<file path="src/hw/rtl/fifo_with_indexed_remove_assert.svh">
// Assertion macros for the indexed-remove FIFO.
// Each macro expects signals clk and rst in the scope where it is used.
`ifndef FIFO_WITH_INDEXED_REMOVE_ASSERT_SVH
`define FIFO_WITH_INDEXED_REMOVE_ASSERT_SVH

// Property that must hold on every enabled clock edge.
`define FWIR_ASSERT(label, prop, msg) \
  label: assert property (@(posedge clk) disable iff (rst) (prop)) else $error(msg);

// Implication whose consequent is checked in the cycle after the antecedent.
`define FWIR_ASSERT_NEXT(label, ante, cons, msg) \
  label: assert property (@(posedge clk) disable iff (rst) (ante) |=> (cons)) else $error(msg);

`endif

</file>
<file path="src/hw/rtl/fwir_pkg.sv">
// Shared constants and types for the indexed-remove FIFO.
// No dependencies.
package fwir_pkg;

  localparam int MODE_W  = 3;
  localparam int WORD_W  = 32;
  localparam int POS_W   = 4;
  localparam int COUNT_W = 5;

  localparam logic [MODE_W-1:0] MODE_PUSH   = 3'd0;
  localparam logic [MODE_W-1:0] MODE_POP    = 3'd1;
  localparam logic [MODE_W-1:0] MODE_REMOVE = 3'd2;
  localparam logic [MODE_W-1:0] MODE_PEEK   = 3'd3;
  localparam logic [MODE_W-1:0] MODE_READ   = 3'd4;

  // Per-slot control: load the incoming word, or take the right neighbour's word.
  typedef struct packed {
    logic load;
    logic shift;
  } slot_ctl_t;

endpackage

</file>
<file path="src/hw/rtl/fwir_req_if.sv">
// Request channel of the indexed-remove FIFO: valid/ready plus request payload.
// Depends on fwir_pkg.
interface fwir_req_if;
  logic                         valid;
  logic                         ready;
  logic [fwir_pkg::MODE_W-1:0]  mode;
  logic [fwir_pkg::WORD_W-1:0]  data_in;
  logic [fwir_pkg::POS_W-1:0]   position;

  modport source (output valid, output mode, output data_in, output position, input ready);
  modport sink   (input valid, input mode, input data_in, input position, output ready);
endinterface

</file>
<file path="src/hw/rtl/fwir_rsp_if.sv">
// Result channel of the indexed-remove FIFO: valid/ready plus result payload.
// Depends on fwir_pkg.
interface fwir_rsp_if;
  logic                          valid;
  logic                          ready;
  logic [fwir_pkg::WORD_W-1:0]   data_out;
  logic                          found;
  logic                          push_dropped;
  logic [fwir_pkg::COUNT_W-1:0]  entry_count;

  modport source (output valid, output data_out, output found, output push_dropped,
                  output entry_count, input ready);
  modport sink   (input valid, input data_out, input found, input push_dropped,
                  input entry_count, output ready);
endinterface

</file>
<file path="src/hw/rtl/fwir_slot.sv">
// One storage slot of the FIFO chain: holds a word, loads a pushed word or
// takes its right neighbour's word when a gap closes. Depends on fwir_pkg.
module fwir_slot #(
  parameter int W = 32
) (
  input  logic                clk,
  input  fwir_pkg::slot_ctl_t ctl,
  input  logic [W-1:0]        tail_data,
  input  logic [W-1:0]        right_data,
  output logic [W-1:0]        data
);

  always_ff @(posedge clk) begin
    if (ctl.load) begin
      data <= tail_data;
    end else if (ctl.shift) begin
      data <= right_data;
    end
  end

endmodule

</file>
<file path="src/hw/rtl/fifo_with_indexed_remove.sv">
// Bounded FIFO with removal at any position. The queue is a row of DEPTH slots,
// position 0 at the head; a push loads the slot at the tail, a pop or remove
// makes every slot from the removed position onward take its right neighbour's
// word in the same cycle. One request is taken per cycle and its result appears
// in the output register on the following cycle; a request is taken only while
// that register is empty or being drained, so a stalled result holds off the
// next request. Only the first 16 positions are addressable; entry_count gives
// the low five bits of the count. No clearing pass after reset.
// Depends on fwir_pkg, fwir_req_if, fwir_rsp_if, fwir_slot and the assert header.
`include "fifo_with_indexed_remove_assert.svh"

module fifo_with_indexed_remove #(
  parameter int DEPTH      = 16,
  parameter int DATA_WIDTH = 32
) (
  input  logic     clk,
  input  logic     rst,
  fwir_req_if.sink   req,
  fwir_rsp_if.source rsp
);

  localparam int CW    = $clog2(DEPTH + 1);
  localparam int CMP_W = (CW > fwir_pkg::POS_W) ? CW : fwir_pkg::POS_W;
  localparam int RD_N  = (DEPTH < (1 << fwir_pkg::POS_W)) ? DEPTH : (1 << fwir_pkg::POS_W);

  logic [CW-1:0]                  count;
  logic [CW-1:0]                  count_next;
  logic                           out_valid;
  logic [fwir_pkg::WORD_W-1:0]    out_data;
  logic                           out_found;
  logic                           out_dropped;
  logic [fwir_pkg::COUNT_W-1:0]   out_count;

  logic                           acc;
  logic                           push_ok;
  logic                           rm_ok;
  logic                           found_c;
  logic                           dropped_c;
  logic [fwir_pkg::POS_W-1:0]     rd_pos;
  logic [CMP_W-1:0]               rd_pos_c;
  logic [DATA_WIDTH-1:0]          rd_data;
  logic [DATA_WIDTH-1:0]          din;

  logic [DATA_WIDTH-1:0]          slot_q   [DEPTH];
  fwir_pkg::slot_ctl_t            slot_ctl [DEPTH];

  assign req.ready = !rst && (!out_valid || rsp.ready);
  assign acc       = req.valid && req.ready;
  assign din       = DATA_WIDTH'(req.data_in);
  assign rd_pos_c  = CMP_W'(rd_pos);

  // Request decode against the current count.
  always_comb begin
    push_ok   = 1'b0;
    rm_ok     = 1'b0;
    found_c   = 1'b0;
    dropped_c = 1'b0;
    rd_pos    = req.position;
    case (req.mode)
      fwir_pkg::MODE_PUSH: begin
        if (count < CW'(DEPTH)) push_ok = 1'b1;
        else dropped_c = 1'b1;
      end
      fwir_pkg::MODE_POP: begin
        rd_pos  = '0;
        found_c = (count != '0);
        rm_ok   = found_c;
      end
      fwir_pkg::MODE_REMOVE: begin
        found_c = (CMP_W'(req.position) < CMP_W'(count));
        rm_ok   = found_c;
      end
      fwir_pkg::MODE_PEEK: begin
        rd_pos  = '0;
        found_c = (count != '0);
      end
      fwir_pkg::MODE_READ: begin
        found_c = (CMP_W'(req.position) < CMP_W'(count));
      end
      default: begin
      end
    endcase
  end

  always_comb begin
    count_next = count;
    if (acc && push_ok) count_next = count + CW'(1);
    else if (acc && rm_ok) count_next = count - CW'(1);
  end

  // Read select over the addressable head slots.
  always_comb begin
    rd_data = '0;
    for (int i = 0; i < RD_N; i++) begin
      if (rd_pos == fwir_pkg::POS_W'(i)) rd_data = slot_q[i];
    end
  end

  for (genvar g = 0; g < DEPTH; g++) begin : g_slot
    logic [DATA_WIDTH-1:0] right;
    if (g == DEPTH - 1) begin : g_last
      assign right = '0;
    end else begin : g_mid
      assign right = slot_q[g+1];
    end

    assign slot_ctl[g].load  = acc && push_ok && (count == CW'(g));
    assign slot_ctl[g].shift = acc && rm_ok && (CMP_W'(g) >= rd_pos_c);

    fwir_slot #(.W(DATA_WIDTH)) u_slot (
      .clk        (clk),
      .ctl        (slot_ctl[g]),
      .tail_data  (din),
      .right_data (right),
      .data       (slot_q[g])
    );
  end

  always_ff @(posedge clk) begin
    if (rst) begin
      count     <= '0;
      out_valid <= 1'b0;
    end else begin
      count <= count_next;
      if (acc) out_valid <= 1'b1;
      else if (rsp.ready) out_valid <= 1'b0;
    end
  end

  always_ff @(posedge clk) begin
    if (acc) begin
      out_data    <= found_c ? fwir_pkg::WORD_W'(rd_data) : '0;
      out_found   <= found_c;
      out_dropped <= dropped_c;
      out_count   <= fwir_pkg::COUNT_W'(count_next);
    end
  end

  assign rsp.valid        = out_valid;
  assign rsp.data_out     = out_data;
  assign rsp.found        = out_found;
  assign rsp.push_dropped = out_dropped;
  assign rsp.entry_count  = out_count;

  `FWIR_ASSERT(a_count_bound, count <= CW'(DEPTH), "entry count above depth")
  `FWIR_ASSERT(a_stall_blocks, !(rsp.valid && !rsp.ready && req.ready), "taken while stalled")
  `FWIR_ASSERT(a_found_xor_drop, !(rsp.valid && rsp.found && rsp.push_dropped), "found with drop")
  `FWIR_ASSERT(a_miss_zero, !(rsp.valid && !rsp.found && rsp.data_out != '0), "data on a miss")
  `FWIR_ASSERT_NEXT(a_push_grows, acc && push_ok, count == $past(count) + CW'(1), "no push growth")

endmodule

</file>
<file path="src/flat_wrapper.sv">
// flat-port wrapper written by rule: the top's interface ports become plain ports
module fifo_with_indexed_remove_flat 
#(
  parameter int DEPTH      = 16,
  parameter int DATA_WIDTH = 32
)
  (clk, rst, req_valid, req_mode, req_data_in, req_position, req_ready, rsp_valid, rsp_data_out, rsp_found, rsp_push_dropped, rsp_entry_count, rsp_ready);
  fwir_req_if req_i ();
  fwir_rsp_if rsp_i ();
  input  logic clk;
  input  logic rst;
  input wire logic [$bits(req_i.valid)-1:0] req_valid;
  input wire logic [$bits(req_i.mode)-1:0] req_mode;
  input wire logic [$bits(req_i.data_in)-1:0] req_data_in;
  input wire logic [$bits(req_i.position)-1:0] req_position;
  output wire logic [$bits(req_i.ready)-1:0] req_ready;
  output wire logic [$bits(rsp_i.valid)-1:0] rsp_valid;
  output wire logic [$bits(rsp_i.data_out)-1:0] rsp_data_out;
  output wire logic [$bits(rsp_i.found)-1:0] rsp_found;
  output wire logic [$bits(rsp_i.push_dropped)-1:0] rsp_push_dropped;
  output wire logic [$bits(rsp_i.entry_count)-1:0] rsp_entry_count;
  input wire logic [$bits(rsp_i.ready)-1:0] rsp_ready;
  assign req_i.valid = req_valid;
  assign req_i.mode = req_mode;
  assign req_i.data_in = req_data_in;
  assign req_i.position = req_position;
  assign req_ready = req_i.ready;
  assign rsp_valid = rsp_i.valid;
  assign rsp_data_out = rsp_i.data_out;
  assign rsp_found = rsp_i.found;
  assign rsp_push_dropped = rsp_i.push_dropped;
  assign rsp_entry_count = rsp_i.entry_count;
  assign rsp_i.ready = rsp_ready;
  fifo_with_indexed_remove #(.DEPTH(DEPTH), .DATA_WIDTH(DATA_WIDTH)) u_core (.clk(clk), .rst(rst), .req(req_i), .rsp(rsp_i));
endmodule
</file>
<file path="config.mk">
export PLATFORM = sky130hd
export DESIGN_NAME = fifo_with_indexed_remove_flat
export DESIGN_NICKNAME = d
export VERILOG_FILES = /design/src/hw/rtl/fwir_pkg.sv /design/src/hw/rtl/fwir_req_if.sv /design/src/hw/rtl/fwir_rsp_if.sv /design/src/hw/rtl/fwir_slot.sv /design/src/hw/rtl/fifo_with_indexed_remove.sv /design/src/flat_wrapper.sv
export VERILOG_INCLUDE_DIRS = /design/src /design/src/hw/rtl
export SDC_FILE = /design/constraint.sdc
export NUM_CORES = 1
export LEC_CHECK = 0
export BUFFER_PORTS_ARGS = -buffer_cell sky130_fd_sc_hd__buf_2
export CELL_PAD_IN_SITES_DETAIL_PLACEMENT = 1
export CELL_PAD_IN_SITES_GLOBAL_PLACEMENT = 1
export CORE_ASPECT_RATIO = 1.75
export CORE_MARGIN = 5
export CORE_UTILIZATION = 45
export DETAILED_ROUTE_END_ITERATION = 10
export GPL_TIMING_DRIVEN = 0
export HOLD_SLACK_MARGIN = 0.02
export PLACE_DENSITY = 0.82
export SYNTH_ARGS = -nofsm -noshare
export SYNTH_HDL_FRONTEND = slang
export SYNTH_SLANG_ARGS = --single-unit
</file>
<file path="constraint.sdc">
create_clock -name clk -period 21.9 [get_ports clk]
set_input_delay 3.285 -clock clk [delete_from_list [all_inputs] [get_ports clk]]
set_output_delay 3.285 -clock clk [all_outputs]
set_load 0.05 [all_outputs]
</file>
==> metrics <==
HPWL Detailed=80000 µm; Synthesis Warnings=0; initial core utilization=0.454; main flop type after synthesis=edfxtp_1; post-synth cell types=67; core area=61100 µm²; Static Leak=0.0106 µW; cell at the root of the clock tree=clkbuf_16; type of element capturing the critical path=output pin; maximum level of the CTS H-tree=2; sequential cell area fraction in the yosys report=0.600; nets@finish=2158; clock tree buffer depth=3; count of pins over their slew limit=21; grt total ovfl=0; pre-CTS setup slack=13.91 ns; final setup violating endpoints=0; source of the worst register-to-register timing path=u_core.count[1]$_SDFF_PP0_; Worst Hold Class=flip-flop to flip-flop; status=complete, but fails checks; Post-synth EDFFs=551; Critical Path AT=4.09 ns; number of nets produced by synthesis=1998; # Max-Cap Violations=2; FP Rows=120; wire length of the first global-routing pass=161000 µm; pin count of the biggest net entering global routing=33; ports placed on the boundary=84; die height=339 µm; clock tree from TritonCTS=yes; vias in the first global route=22200; Peak VDD IR=0.0000632 V; worst-skew pair later-pin latency=0.66 ns; number of detailed-route iterations in the first pass=8; number of I/O port buffers=82; via count of the routed design=20900; timing startpoint of the critical path=rsp_ready; final non-filler cell total=2947; Crit Path Max Fanout=5; number of placed instances, taps included=2842; number of buffers added by the clock tree synthesis step=53; routed length per instance=39.2 µm; floorplan die area=66900 µm²; remaining antenna violation count=0; share of flip-flops with an asynchronous set or reset after synthesis=0; Rel. slew slack=-0.117; share of cells above drive strength 1=0.174; routed vias/inst=7.10; synthesized instance count=1946; Final Core Density=0.519; Post-CTS Setup Inserts=0; violations in the final reports=capacitance limit, slew limit; Die W=198 µm; antenna violations before repair=11; critical path data required time=18.62 ns; transition time at the pin with the least slew margin=1.67 ns; post-synthesis instance area=27800 µm²; Residual DRC=0; final weighted congestion in routability-driven placement=0.993; Routed Wire Length=116000 µm; synthesis-stage register bit count=557; clock period minus worst slack=7.38 ns; share of the clock period used by the worst path=0.337; RSZ-0062 raised after global routing=false; Global Route met2 Usage=0.546; Fmax achieved=0.136 GHz; Final Skew=0.0248 ns; met3 usage in global routing=0.0772; Hold Startpoint=u_core.g_slot[4].u_slot.data[14]$_DFFE_PP_; Mapped Avg Cell Area=14.3 µm²; type of origin of the critical path=primary input; Sink Count=557; DRC marker count from the first detailed-route iteration=2817; clock transition at the registers of the reported paths=0.06 ns; global routing usage on met1=0.355; flop-to-flop setup slack=16.34 ns; PostCTS Resize Cnt=0; final setup slack of the worst path=14.52 ns; ratio of total power to cell area=74.5 nW/µm²; layout overhead on the synthesized area=14.2%; CP Class=primary input to output pin; GRT Resource Usage Total=0.338; sum of negative setup slack=0 ns; grt peak-use layer=met2; hold-fix buffer count after cts=0; final hold vios=0
==> layout make-up <==
cell class	count	area, µm²
Antenna cell	4	10.0
Buffer	164	826
Clock buffer	61	1380
Clock inverter	38	484
Fill cell	5999	29400
Inverter	17	63.8
Multi-Input combinational cell	1208	10400
Sequential cell	557	16700
Tap cell	793	992
Timing Repair Buffer	105	885
==> per-layer routing <==
| layer | routed length, µm | part of all wire |
|---|---|---|
| met5 | 57 | 0.00049 |
| met4 | 14600 | 0.13 |
| met3 | 10500 | 0.091 |
| met2 | 54700 | 0.47 |
| met1 | 35700 | 0.31 |
==> worst paths after layout <==
path	endpoint	depth (start not counted)
setup / recovery	req_ready	4
hold / removal	u_core.g_slot[3].u_slot.data[14]$_DFFE_PP_	1
setup reg to reg	u_core.g_slot[15].u_slot.data[21]$_SDFFCE_PN0P_	9
hold reg to reg	u_core.g_slot[3].u_slot.data[14]$_DFFE_PP_	1
==> synth_stat cells (all sizes together) (19+ instances only) <==
| cell | count | area share |
|---|---|---|
| a21oi | 64 | 0.012 |
| a221oi | 34 | 0.011 |
| a222oi | 19 | 0.0069 |
| a22oi | 77 | 0.021 |
| and3 | 36 | 0.0081 |
| buf | 69 | 0.017 |
| clkbuf | 95 | 0.013 |
| edfxtp | 551 | 0.60 |
| mux2 | 482 | 0.20 |
| nand2 | 51 | 0.0069 |
| nand3 | 52 | 0.016 |
| nor2 | 76 | 0.011 |
| nor3 | 21 | 0.0041 |
| o211ai | 31 | 0.0084 |
| o21ai | 51 | 0.0092 |
| o221ai | 23 | 0.0073 |
| o22ai | 37 | 0.0083 |
==> registers in the layout (all words and copies together) (netlist names) <==
signal,count
u_core.count,5
u_core.rsp.found,1
u_core.rsp.entry_count,5
u_core.rsp.data_out,32
u_core.rsp.push_dropped,1
u_core.g_slot.u_slot.data,512
u_core.rsp.valid,1
==> worst max-delay path, stage by stage <==
cell     delay, ns
buf_2         0.10
nor2b_1       0.40
nor2_1        0.08
buf_2         0.23
==> layout by cell type (no fill, tap or decap), drive strengths merged, types with 51 or more instances in the layout <==
cell | Yosys | final
a21oi | 64 | 64
edfxtp | 551 | 551
nand3 | 52 | 52
clkbuf | 95 | 157
nand2 | 51 | 51
nor2 | 76 | 76
a22oi | 77 | 77
mux2 | 482 | 482
o21ai | 51 | 51
buf | 69 | 173
==> cells by family after synthesis <==
| group | synth area share |
|---|---|
| flops | 0.600 |
| mux | 0.197 |
| compound gates | 0.104 |
| simple gates | 0.0617 |
| buf+inv | 0.0321 |
| fa+ha+maj | 0.00406 |
| xor+xnor | 0.000947 |
==> per-stage QoR <==
step / cell area, µm² / hold WS [ns] / total power, µW
floorplan: 27800 / 0.529 / 1270
global placement: 29200 / 0.539 / 1340
detailed placement: 29800 / 0.556 / 1350
CTS: 31700 / 0.571 / 2340
global route: 31700 / 0.586 / 2400
finish: 31700 / 0.570 / 2360
==> where the power goes <==
group	switching (µW)	total (µW)	internal, µW
Combinational	129	167	38.2
Clock	449	1020	573
Sequential	4.61	1170	1170
Total	582	2360	1780
Note: power is estimated with default switching activity, not from simulation.
